`src/sv/pressure_command_line_parser_core_macros.svh`:
```
// Assertion macros shared by the parser modules.
`ifndef PRESSURE_COMMAND_LINE_PARSER_CORE_MACROS_SVH
`define PRESSURE_COMMAND_LINE_PARSER_CORE_MACROS_SVH
`ifndef SYNTHESIS
`define PCLP_ASSERT(label, clk, rst_n, prop) \
  label: assert property (@(posedge clk) disable iff (!rst_n) (prop)) \
    else $error("assertion failed");
`define PCLP_ASSERT_NEXT(label, clk, rst_n, cond, prop) \
  label: assert property (@(posedge clk) disable iff (!rst_n) (cond) |=> (prop)) \
    else $error("assertion failed");
`else
`define PCLP_ASSERT(label, clk, rst_n, prop)
`define PCLP_ASSERT_NEXT(label, clk, rst_n, cond, prop)
`endif
`endif

```
`src/sv/pclp_pkg.sv`:
```
package pclp_pkg;

  localparam int unsigned Channels = 7;
  localparam int unsigned LenSensor = 16;
  localparam int unsigned LenClear = 9;
  localparam int unsigned LenCell = 30;
  localparam logic [16:0] MagCap = 17'd32768;
  localparam logic [16:0] RowCap = 17'd65536;

  typedef enum logic [2:0] {
    KIND_INVALID  = 3'd0,
    KIND_SENSOR   = 3'd1,
    KIND_CLEAR    = 3'd2,
    KIND_TIME     = 3'd3,
    KIND_PRESSURE = 3'd4
  } kind_e;

  typedef enum logic [2:0] {
    PH_START  = 3'd0,
    PH_SIGN   = 3'd1,
    PH_INT    = 3'd2,
    PH_POINT  = 3'd3,
    PH_TENTH  = 3'd4
  } phase_e;

  typedef struct packed {
    logic [7:0] character;
    logic       line_end;
  } item_t;

  typedef struct packed {
    logic                  commit_sensor;
    logic                  commit_time;
    logic                  commit_pres;
    logic                  write_pending;
    logic [2:0]            pend_index;
    logic [15:0]           value;
    logic [15:0]           row;
    kind_e                 kind;
    logic                  emit;
  } ctrl_t;

  function automatic logic [7:0] sensor_char(input logic [5:0] p);
    case (p)
      6'd0: sensor_char = "L";  6'd1: sensor_char = "A";  6'd2: sensor_char = "B";
      6'd3: sensor_char = "E";  6'd4: sensor_char = "L";  6'd5: sensor_char = ",";
      6'd6: sensor_char = "D";  6'd7: sensor_char = "a";  6'd8: sensor_char = "t";
      6'd9: sensor_char = "e";  6'd10: sensor_char = ","; 6'd11: sensor_char = "T";
      6'd12: sensor_char = "i"; 6'd13: sensor_char = "m"; 6'd14: sensor_char = "e";
      6'd15: sensor_char = ",";
      default: sensor_char = 8'd0;
    endcase
  endfunction

  function automatic logic [7:0] clear_char(input logic [5:0] p);
    case (p)
      6'd0: clear_char = "C"; 6'd1: clear_char = "L"; 6'd2: clear_char = "E";
      6'd3: clear_char = "A"; 6'd4: clear_char = "R"; 6'd5: clear_char = "D";
      6'd6: clear_char = "A"; 6'd7: clear_char = "T"; 6'd8: clear_char = "A";
      default: clear_char = 8'd0;
    endcase
  endfunction

  // Row request prefix; the 29th character selects time (A) or pressure (B).
  function automatic logic [7:0] cell_char(input logic [5:0] p, input logic pres);
    case (p)
      6'd0: cell_char = "C";  6'd1: cell_char = "E";  6'd2: cell_char = "L";
      6'd3: cell_char = "L";  6'd4: cell_char = ",";  6'd5: cell_char = "G";
      6'd6: cell_char = "E";  6'd7: cell_char = "T";  6'd8: cell_char = ",";
      6'd9: cell_char = "F";  6'd10: cell_char = "R"; 6'd11: cell_char = "O";
      6'd12: cell_char = "M"; 6'd13: cell_char = "S"; 6'd14: cell_char = "H";
      6'd15: cell_char = "E"; 6'd16: cell_char = "E"; 6'd17: cell_char = "T";
      6'd18: cell_char = ","; 6'd19: cell_char = "S"; 6'd20: cell_char = "e";
      6'd21: cell_char = "t"; 6'd22: cell_char = "t"; 6'd23: cell_char = "i";
      6'd24: cell_char = "n"; 6'd25: cell_char = "g"; 6'd26: cell_char = "s";
      6'd27: cell_char = ",";
      6'd28: cell_char = pres ? "B" : "A";
      6'd29: cell_char = ",";
      default: cell_char = 8'd0;
    endcase
  endfunction

endpackage

```
`src/sv/pclp_scan.sv`:
```
module pclp_scan (
  input  logic           clk_i,
  input  logic           rst_ni,
  input  logic           en_i,
  input  pclp_pkg::item_t item_i,
  output pclp_pkg::ctrl_t ctrl_o
);
  import pclp_pkg::*;
  `include "pressure_command_line_parser_core_macros.svh"

  logic [3:0]  alive_q, alive_d;
  logic [5:0]  pos_q, pos_d;
  logic [2:0]  fidx_q, fidx_d;
  phase_e      phase_q, phase_d;
  logic        neg_q, neg_d;
  logic [16:0] acc_q, acc_d;
  logic        row_seen_q, row_seen_d;

  logic [7:0]  c;
  logic        dig;
  logic [3:0]  d;
  logic [20:0] mac;
  logic [16:0] mag_sat, row_sat;
  logic [16:0] m;
  logic [15:0] tenths;
  logic [3:0]  al;
  logic        last_ok;

  assign c = item_i.character;
  assign dig = (c >= "0") && (c <= "9");
  assign d = c[3:0];
  assign mac = {acc_q, 3'b000} + {2'b00, acc_q, 1'b0} + {17'd0, d};
  assign mag_sat = (mac > {4'd0, MagCap}) ? MagCap : mac[16:0];
  assign row_sat = (mac > {4'd0, RowCap}) ? RowCap : mac[16:0];

  always_comb begin
    al = alive_q;
    fidx_d = fidx_q;
    phase_d = phase_q;
    neg_d = neg_q;
    acc_d = acc_q;
    row_seen_d = row_seen_q;
    ctrl_o = '0;
    ctrl_o.pend_index = fidx_q;
    if (alive_q[0]) begin
      if (pos_q < 6'(LenSensor)) begin
        if (c != sensor_char(pos_q)) al[0] = 1'b0;
      end else begin
        case (phase_q)
          PH_START: begin
            if (c == "-") begin
              neg_d = 1'b1; phase_d = PH_SIGN;
            end else if (dig) begin
              acc_d = {13'd0, d}; phase_d = PH_INT;
            end else al[0] = 1'b0;
          end
          PH_SIGN: begin
            if (dig) begin
              acc_d = {13'd0, d}; phase_d = PH_INT;
            end else al[0] = 1'b0;
          end
          PH_INT: begin
            if (dig) acc_d = mag_sat;
            else if (c == ".") phase_d = PH_POINT;
            else al[0] = 1'b0;
          end
          PH_POINT: begin
            if (dig) begin
              acc_d = mag_sat; phase_d = PH_TENTH;
            end else al[0] = 1'b0;
          end
          PH_TENTH: begin
            if (c == "," && fidx_q < 3'(Channels - 1)) begin
              ctrl_o.write_pending = 1'b1;
              fidx_d = fidx_q + 3'd1;
              phase_d = PH_START;
              neg_d = 1'b0;
              acc_d = '0;
            end else al[0] = 1'b0;
          end
          default: al[0] = 1'b0;
        endcase
      end
    end
    if (alive_q[1]) begin
      if (pos_q >= 6'(LenClear) || c != clear_char(pos_q)) al[1] = 1'b0;
    end
    // Row candidates share the accumulator; at most one survives past the prefix.
    for (int k = 0; k < 2; k++) begin
      if (alive_q[2+k]) begin
        if (pos_q < 6'(LenCell)) begin
          if (c != cell_char(pos_q, k[0])) al[2+k] = 1'b0;
        end else if (dig) begin
          acc_d = row_sat; row_seen_d = 1'b1;
        end else al[2+k] = 1'b0;
      end
    end
    alive_d = al;
    pos_d = (pos_q < 6'd63) ? pos_q + 6'd1 : 6'd63;

    // A separator stores the finished value; the tenth digit completes the last one.
    begin
      m = (phase_q == PH_TENTH) ? acc_q : mag_sat;
      m = (m > MagCap) ? MagCap : m;
      if (neg_q) tenths = 16'(17'h10000 - m);
      else tenths = (m > 17'd32767) ? 16'd32767 : m[15:0];
    end
    ctrl_o.value = tenths;
    ctrl_o.row = acc_d[15:0];
    ctrl_o.kind = KIND_INVALID;
    ctrl_o.emit = item_i.line_end;
    last_ok = (acc_d < RowCap) && row_seen_d && (pos_q >= 6'(LenCell));
    if (item_i.line_end) begin
      if (al[0] && pos_q >= 6'(LenSensor) && phase_d == PH_TENTH &&
          fidx_d == 3'(Channels - 1)) begin
        ctrl_o.kind = KIND_SENSOR;
        ctrl_o.commit_sensor = 1'b1;
        ctrl_o.write_pending = 1'b1;
      end else if (al[1] && pos_d == 6'(LenClear)) begin
        ctrl_o.kind = KIND_CLEAR;
      end else if (al[2] && last_ok) begin
        ctrl_o.kind = KIND_TIME;
        ctrl_o.commit_time = 1'b1;
      end else if (al[3] && last_ok) begin
        ctrl_o.kind = KIND_PRESSURE;
        ctrl_o.commit_pres = 1'b1;
      end
      alive_d = 4'hF;
      pos_d = '0;
      fidx_d = '0;
      phase_d = PH_START;
      neg_d = 1'b0;
      acc_d = '0;
      row_seen_d = 1'b0;
    end
    if (!en_i) ctrl_o = '0;
  end

  always_ff @(posedge clk_i or negedge rst_ni) begin
    if (!rst_ni) begin
      alive_q <= 4'hF;
      pos_q <= '0;
      fidx_q <= '0;
      phase_q <= PH_START;
      neg_q <= 1'b0;
      acc_q <= '0;
      row_seen_q <= 1'b0;
    end else if (en_i) begin
      alive_q <= alive_d;
      pos_q <= pos_d;
      fidx_q <= fidx_d;
      phase_q <= phase_d;
      neg_q <= neg_d;
      acc_q <= acc_d;
      row_seen_q <= row_seen_d;
    end
  end

  `PCLP_ASSERT(a_acc_cap, clk_i, rst_ni, acc_q <= RowCap)
  `PCLP_ASSERT(a_fidx_range, clk_i, rst_ni, fidx_q < 3'(Channels))
  `PCLP_ASSERT(a_rows_exclusive, clk_i, rst_ni,
    !(alive_q[2] && alive_q[3] && pos_q >= 6'(LenCell)))
endmodule

```
`src/sv/pclp_store.sv`:
```
module pclp_store (
  input  logic                clk_i,
  input  logic                rst_ni,
  input  pclp_pkg::ctrl_t     ctrl_i,
  output logic [15:0]         trow_o,
  output logic [15:0]         prow_o,
  output logic [7*16-1:0]     values_o
);
  import pclp_pkg::*;
  `include "pressure_command_line_parser_core_macros.svh"

  logic [15:0] pend_q [Channels];
  logic [15:0] val_q [Channels];
  logic [15:0] trow_q, prow_q;

  always_ff @(posedge clk_i) begin
    if (ctrl_i.write_pending) pend_q[ctrl_i.pend_index] <= ctrl_i.value;
  end

  always_ff @(posedge clk_i or negedge rst_ni) begin
    if (!rst_ni) begin
      for (int k = 0; k < Channels; k++) val_q[k] <= '0;
      trow_q <= '0;
      prow_q <= '0;
    end else begin
      if (ctrl_i.commit_sensor) begin
        for (int k = 0; k < Channels - 1; k++) val_q[k] <= pend_q[k];
        val_q[Channels-1] <= ctrl_i.value;
      end
      if (ctrl_i.commit_time) trow_q <= ctrl_i.row;
      if (ctrl_i.commit_pres) prow_q <= ctrl_i.row;
    end
  end

  always_comb begin
    for (int k = 0; k < Channels; k++) values_o[k*16 +: 16] = val_q[k];
  end
  assign trow_o = trow_q;
  assign prow_o = prow_q;

  `PCLP_ASSERT(a_one_commit, clk_i, rst_ni,
    $countones({ctrl_i.commit_sensor, ctrl_i.commit_time, ctrl_i.commit_pres}) <= 1)
  `PCLP_ASSERT_NEXT(a_time_kept, clk_i, rst_ni, !ctrl_i.commit_time,
    trow_q == $past(trow_q))
  `PCLP_ASSERT_NEXT(a_time_load, clk_i, rst_ni, ctrl_i.commit_time,
    trow_q == $past(ctrl_i.row))
endmodule

```
`src/sv/pressure_command_line_parser_core.sv`:
```
// Parses one text line per character transfer (tlast on the final character) and
// gives one result transfer per line with the message kind and the stored rows and
// sensor values in tenths. A character is taken every cycle unless stalled; the result
// appears the cycle after tlast, and a one-entry output register with a skid entry
// lets input continue while a result waits, so only two unread results stall input.
module pressure_command_line_parser_core (
  input  logic          clk_i,
  input  logic          rst_ni,
  input  logic          s_axis_tvalid,
  output logic          s_axis_tready,
  input  logic [7:0]    s_axis_tdata,   // character[7:0]
  input  logic          s_axis_tlast,   // line_end
  output logic          m_axis_tvalid,
  input  logic          m_axis_tready,
  output logic [151:0]  m_axis_tdata    // kind[2:0], time row, pressure row, pressure_0..6
);
  import pclp_pkg::*;
  `include "pressure_command_line_parser_core_macros.svh"

  item_t       item;
  ctrl_t       ctrl;
  logic        en;
  logic [15:0] trow, prow;
  logic [7*16-1:0] vals;
  logic        res_pend_q;
  kind_e       res_kind_q;
  logic        ov_q;
  logic [151:0] ov_data_q;
  logic [151:0] cur_data;

  assign item.character = s_axis_tdata;
  assign item.line_end = s_axis_tlast;
  assign s_axis_tready = !(ov_q && res_pend_q);
  assign en = s_axis_tvalid && s_axis_tready;

  pclp_scan u_scan (.clk_i, .rst_ni, .en_i(en), .item_i(item), .ctrl_o(ctrl));
  pclp_store u_store (.clk_i, .rst_ni, .ctrl_i(ctrl), .trow_o(trow),
    .prow_o(prow), .values_o(vals));

  assign cur_data = {5'b00000, vals, prow, trow, res_kind_q};
  assign m_axis_tvalid = ov_q || res_pend_q;
  assign m_axis_tdata = ov_q ? ov_data_q : cur_data;

  // The live result reads the stored registers, so it is frozen into the skid entry
  // whenever it is not taken.
  always_ff @(posedge clk_i or negedge rst_ni) begin
    if (!rst_ni) begin
      res_pend_q <= 1'b0;
      res_kind_q <= KIND_INVALID;
      ov_q <= 1'b0;
    end else begin
      if (ov_q) begin
        if (m_axis_tready) begin
          ov_q <= res_pend_q;
          res_pend_q <= 1'b0;
        end
      end else if (res_pend_q && !m_axis_tready) begin
        ov_q <= 1'b1;
        res_pend_q <= 1'b0;
      end else begin
        res_pend_q <= 1'b0;
      end
      if (ctrl.emit) begin
        res_pend_q <= 1'b1;
        res_kind_q <= ctrl.kind;
      end
    end
  end

  always_ff @(posedge clk_i) begin
    if (ov_q && m_axis_tready) ov_data_q <= cur_data;
    else if (!ov_q && res_pend_q && !m_axis_tready) ov_data_q <= cur_data;
  end

  `PCLP_ASSERT(a_no_input_when_full, clk_i, rst_ni, !(ov_q && res_pend_q && ctrl.emit))
  `PCLP_ASSERT_NEXT(a_emit_shows, clk_i, rst_ni, ctrl.emit, m_axis_tvalid)
  `PCLP_ASSERT_NEXT(a_stall_holds, clk_i, rst_ni,
    m_axis_tvalid && !m_axis_tready && ov_q, ov_q)
endmodule
```
`config.mk`:
```
export PLATFORM = sky130hd
export DESIGN_NAME = pressure_command_line_parser_core
export DESIGN_NICKNAME = d
export VERILOG_FILES = /design/src/sv/pclp_pkg.sv /design/src/sv/pclp_scan.sv /design/src/sv/pclp_store.sv /design/src/sv/pressure_command_line_parser_core.sv
export VERILOG_INCLUDE_DIRS = /design/src /design/src/sv
export SDC_FILE = /design/constraint.sdc
export NUM_CORES = 1
export LEC_CHECK = 0
export BUFFER_PORTS_ARGS = -buffer_cell sky130_fd_sc_hd__buf_2
export CAP_MARGIN = 10
export CORE_ASPECT_RATIO = 0.8
export CORE_UTILIZATION = 58
export CTS_CLUSTER_DIAMETER = 150
export DETAILED_ROUTE_END_ITERATION = 10
export PLACE_DENSITY = 0.78
export SLEW_MARGIN = 20
export SYNTH_ARGS = -nofsm -noshare
export SYNTH_HDL_FRONTEND = slang
export SYNTH_SLANG_ARGS = --single-unit
```
`constraint.sdc`:
```
create_clock -name clk_i -period 6.2 [get_ports clk_i]
set_input_delay 1.55 -clock clk_i [delete_from_list [all_inputs] [get_ports clk_i]]
set_output_delay 1.55 -clock clk_i [all_outputs]
set_load 0.005 [all_outputs]
```
After elaboration in Yosys (flattened, before gate mapping)
Memory sizes are Yosys's and may differ from the RTL's. A register that Yosys moved wholly into a read port is not among the register bits.
Index checks and enable logic that the tools add are counted.
Widths: inputs -> output; s select.
{"block": "totals", "reg_bits": 235, "ramBits": 112, "romBits": 656, "inputBits": 13, "elab_cells": 198, "n_memories": 5}
{"block": "classes", "add_sub_neg": 5, "n_lt_le_gt_ge": 14, "n_eq_ne": 18, "n_mux": 107, "n_reduce_logical": 35}
{"memory": "(name not given)", "words": 32, "word_bits": 7, "rd": 1, "rd_clocked_by_memory_dff": 0, "write_ports": 0, "line_no": "pclp_pkg.sv:66", "source": "case (p)"}
{"memory": "(name not given)", "words": 32, "word_bits": 7, "rd": 1, "rd_clocked_by_memory_dff": 0, "write_ports": 0, "line_no": "pclp_pkg.sv:66"}
{"memory": "(name not given)", "words": 16, "word_bits": 7, "rd": 1, "rd_clocked_by_memory_dff": 0, "write_ports": 0, "line_no": "pclp_pkg.sv:44", "source": "case (p)"}
{"memory": "u_store.pend_q", "words": 7, "word_bits": 16, "rd": 6, "rd_clocked_by_memory_dff": 6, "write_ports": 1, "line_no": "pclp_store.sv:12", "source": "logic [15:0] pend_q [Channels];"}
{"memory": "(name not given)", "words": 16, "word_bits": 6, "rd": 1, "rd_clocked_by_memory_dff": 0, "write_ports": 0, "line_no": "pclp_pkg.sv:56", "source": "case (p)"}
{"cell": "$mux 147", "n": 3}
{"cell": "$mux 17", "n": 17}
{"cell": "$mux 8", "n": 11}
{"cell": "$pmux 17 s4", "n": 1}
{"cell": "$mux 3", "n": 19}
{"cell": "$mux 1", "n": 44}
{"cell": "$mux 43", "n": 1}
{"cell": "$mux 16", "n": 2}
{"cell": "$ne 8x8->1", "n": 4}
{"cell": "$eq 8x6->1 const B", "n": 3}
{"cell": "$add 20x18->21", "n": 1}
{"cell": "$add 21x4->21", "n": 1}
{"cell": "$gt 21x16->1 const B", "n": 1}
{"cell": "$gt 21x17->1 const B", "n": 1}
{"cell": "$gt 17x15->1 const B", "n": 1}
{"cell": "$gt 17x16->1 const B", "n": 1}
{"cell": "$lt 17x17->1 const B", "n": 1}
{"cell": "$logic_and 1x1->1", "n": 16}
{"cell": "$sub 1x16->16 const A", "n": 1}
{"cell": "$pmux 3 s5", "n": 1}
{"cell": "$ge 6x5->1 const B", "n": 2}
{"cell": "$lt 6x5->1 const B", "n": 2}
{"cell": "$mux 6", "n": 2}
{"cell": "$eq 3x3->1 const B", "n": 3}
{"cell": "other kinds (25)", "n": 40}

Depth between registers and ports, before layout
{"block": "logic_depth", "ltp_word": 26, "depth_mapped": 19}

By module
A second synthesis with hierarchy kept.
{"block": "unflattened", "cells_unflattened": 1586, "area_unflattened_um2": 21104.0}
{"mod": "pclp_store", "instances": 1, "cells_per_inst": 406, "area_per_inst_um2": 8301.7, "seq_area_each_um2": 6486.2}
{"mod": "pressure_command_line_parser_core", "instances": 1, "cells_per_inst": 334, "area_per_inst_um2": 6752.7, "seq_area_each_um2": 4539.4}
{"mod": "pclp_scan", "instances": 1, "cells_per_inst": 846, "area_per_inst_um2": 6049.6, "seq_area_each_um2": 880.8}

Least setup slack after synthesis
OpenSTA, ideal clock, no wires.
{"block": "synth_timing", "path_kind": "in2reg", "startpoint": "input s_axis_tdata[3]", "endpoint": "memory u_store.pend_q[0][14] (data pin)", "setup_ps": 250, "arrival_time_ps": 5829, "t_required_ps": 5950, "setup_slack_ps": 121, "stages": 18, "cell_sequence": "clkbuf_1 > inv_1 > fa_1 > fa_1 > nor2b_1 > o2111ai_1 > a211oi_1 > o21ai_0 > a21oi_1 > nand4_2 > o21ai_0 > inv_1 > ha_1 > o21ai_0 > nor4_1 > a21oi_1 > nor3_1 > a211oi_1"}
{"element": "from (decl)", "line_no": "pressure_command_line_parser_core.sv:11", "source": "input logic [7:0] s_axis_tdata,"}
{"element": "to (decl)", "line_no": "pclp_store.sv:12"}

==> impl_metrics.csv <==
group,metric,value,unit
power,p_leak,0.0107,uW
synth,synth-async-reset-ratio,0.431,
setup_path,cp-start-kind,"input port",
synth,ys_warn_count,0,
grt,grt_max_degree,120,
clocking,clk_latency,0.55,ns
drt,via_per_inst,6.20,
clocking,cts_resized,0,
drt,wirelength,59.2,mm
drt,drtIter0Drc,1968,
synth,synthCells,1860,
clocking,cts_max_path_buffers,3,
setup_path,path_common_cell,"buf_4",
clocking,cts_root_buf,"clkbuf_16",
placed_design,gp_congestion,0.983,
synth,yosysSeqAreaShare,0.571,
job,maxCapViolCount,0,
grt,grt_overflow,0,
clocking,clock_sinks,427,
setup_path,worstPathArrival,6.23,ns
grt,antenna_found_initial,2,
final_layout,postLayoutCellArea,23900,um2
floorplanning,start_util,0.594,
setup_path,critPathSlowestCell,"fa_1",
synth,postSynthRegisterBits,427,
timing,drv_slew,0,
grt,use_met1,0.490,
synth,synth-edff-count,243,
floorplanning,core,35100,um2
timing,setup_viol,0,
timing,slew_headroom,0.288,
drt,drt_first_pass_iters,6,
synth,ys_types,92,
power,powerDensity,275,nW/um2
setup_path,cp-end-kind,"flop",
worst_hold_path,min_path_type,"reg2reg",
clocking,cts_setup_buffers,0,
clocking,numCtsBuffers,40,
run_status,status,"complete, no violations",
floorplanning,die_h,172,um
grt,grt_pass1_wl,91.2,mm
floorplanning,num_io_pins,167,
final_layout,layout_commonest_cell,"nand2_1",
timing,min_period,5.81,ns
timing,period_share,0.937,
power,max-vdd-ir-drop,0.000232,V
grt,grt.busiest_layer,"met1",
grt,grt_pass1_vias,15284,
setup_path,cp_max_fo,6,
drt,ant_nets,0,
clocking,clkTransAtPathRegs,0.06,ns
drt,drc,0,
final_layout,area_growth,14.7,%
synth,synth_ff_type,"edfxtp_1",
final_layout,mostFrequentLayoutCells,"nand2_1 (400), edfxtp_1 (243), dfrtp_1 (179)",
setup_path,crit_path_cell_trace,"buf_2 -> inv_1 -> fa_1 -> fa_1 -> nor2b_1 -> o2111ai_1 -> a211oi_1 -> buf_4 -> o21ai_0 -> a21oi_1 -> nand4_2 -> o22ai_1 -> inv_1 -> ha_1 -> buf_4 -> o31ai_1 -> o21ai_0 -> nand2_1 -> a21oi_1 -> nor3_1 -> buf_4",
power,finalPower,6570,uW
timing,finClkSkew,0.0161,ns
placed_design,dp_hpwl,40.8,mm
drt,wl_per_cell,23.1,um
grt,use_met2,0.489,
timing,worst-slew-pin-transition,1.06,ns
setup_path,crit_required,6.62,ns
drt,dr_total_vias,15891,
timing,rsz0062_at_grt,"no",
grt,grt_use_met3,0.0557,
timing,finalHoldViolations,0,
clocking,cts_hold_buf,0,
final_layout,nNetsFinal,2118,
placed_design,dp_worst_setup_slack,-0.0717,ns
grt,grt.total_usage,0.323,
clocking,h-tree-depth,2,
synth,avgSynthCellArea,11.2,um2
timing,tns,0,ns
timing,fin_ws,0.388,ns
floorplanning,dieArea,36700,um2
setup_path,crit_path_max_incr_delay,0.53,ns
final_layout,drive_gt1_frac,0.256,
timing,whs,0.445,ns
clocking,cts_tree,"yes",
placed_design,portBuffers,161,
timing,fmax,172,MHz
floorplanning,rows,61,
synth,synthesis.area,20900,um2
setup_path,crit_type,"in2reg",
floorplanning,die_width,214,um
placed_design,placed_area,22700,um2
[sequential cells by signal, summed over array words and instances (netlist names), 4 cells and up]
| signal | count |
|---|---|
| u_scan.pos_q | 6 |
| ov_data_q | 147 |
| u_store.trow_o | 16 |
| u_store.values_o | 112 |
| u_store.pend_q | 96 |
| u_store.prow_o | 16 |
| u_scan.acc_q | 17 |
| u_scan.alive_q | 4 |
[cell type report]
type	instances	area, um2
Multi-Input combinational cell	1296	8410
Timing Repair Buffer	259	1620
Clock buffer	51	1080
Inverter	32	120
Tap cell	472	591
Sequential cell	427	11900
Clock inverter	23	196
Antenna cell	1	2.50
Fill cell	2482	11200
[path summary, 6_finish.rpt]
check / start / end / slack [ns] / depth (start not counted)
worst min-delay path: u_store.pend_q[5][7]$_DFFE_PP_ / u_store.values_o[87]$_DFFE_PN0P_ / 0.44 / 2
worst max register to register: u_scan.acc_q[2]$_DFFE_PN0P_ / u_store.pend_q[1][4]$_DFFE_PP_ / 0.79 / 20
min in group asynchronous: rst_ni / u_store.values_o[9]$_DFFE_PN0P_ / 1.06 / 1
worst max-delay path: s_axis_tdata[3] / u_store.pend_q[1][4]$_DFFE_PP_ / 0.39 / 21
max in group asynchronous: rst_ni / u_scan.acc_q[0]$_DFFE_PN0P_ / 3.89 / 2
worst min register to register: u_store.pend_q[5][7]$_DFFE_PP_ / u_store.values_o[87]$_DFFE_PN0P_ / 0.44 / 2
[cell usage after synthesis, drive strengths merged (5+ instances only)]
cell type,instances,area (um2)
buf,20,144
a21o,14,105
or2,8,50.1
or4,6,52.6
a221oi,8,70.1
nand4,8,56.3
dfrtp,180,4500
and2,17,106
xnor2,22,193
nor3,25,130
inv,30,113
a22oi,5,51.3
nand2,402,1520
edfxtp,243,7300
o31ai,16,120
or3,14,87.6
o211ai,12,90.1
and3,14,87.6
clkbuf,89,334
xor2,13,114
nor2b,12,75.1
a21boi,5,37.5
nand2b,9,56.3
nor4,12,75.1
o21a,9,67.6
a211oi,15,123
o31a,5,43.8
nor4b,6,73.8
ha,47,588
a22o,10,87.6
nand3,40,213
a31oi,16,106
o41ai,6,60.1
o22ai,16,100
nor3b,6,45.0
a21oi,100,508
nor2,75,289
o21ai,88,444
mux2,178,2000
[per-layer routing]
layer  vias to the layer above  routed length [um]
met5                         -                   0
met1                      7893               26700
met3                        88                5310
li1                       7117                   -
met4                         0                1010
met2                       793               26200
[cells by family (layout without fill, tap and decap cells)]
family	after synthesis	after routing	synth area share
AOI/OAI and AO/OA	364	364	0.114
xor gates and xnor gates	35	35	0.0147
adders and majority gates	50	50	0.0306
buffers and inverters	141	365	0.0287
DFF	427	427	0.571
muxes	181	181	0.0981
other	1	6	0.000180
and+or+nand+nor	661	661	0.142
[power by group]
| group | total [uW] | switching, uW | internal, uW | leakage, uW |
|---|---|---|---|---|
| Combinational | 975 | 569 | 406 | 0.00524 |
| Clock | 2390 | 1080 | 1300 | 0.000612 |
| Sequential | 3210 | 70.5 | 3140 | 0.00481 |
[worst max-delay path: cells and delay by family]
kind            cells  cell delay, ns
compound gates      8            1.51
fa+ha+maj           3            1.22
simple gates        4            1.11
buf+inv             6            0.85
[through the flow]
stage | cells | util
floorplan | 1864 | -
global placement | 2486 | 0.645
detailed placement | 2486 | 0.645
CTS | 2560 | 0.682
global route | 2560 | 0.682
finish | 2561 | 0.682
No activity file was read; power rests on OpenSTA's default activity.
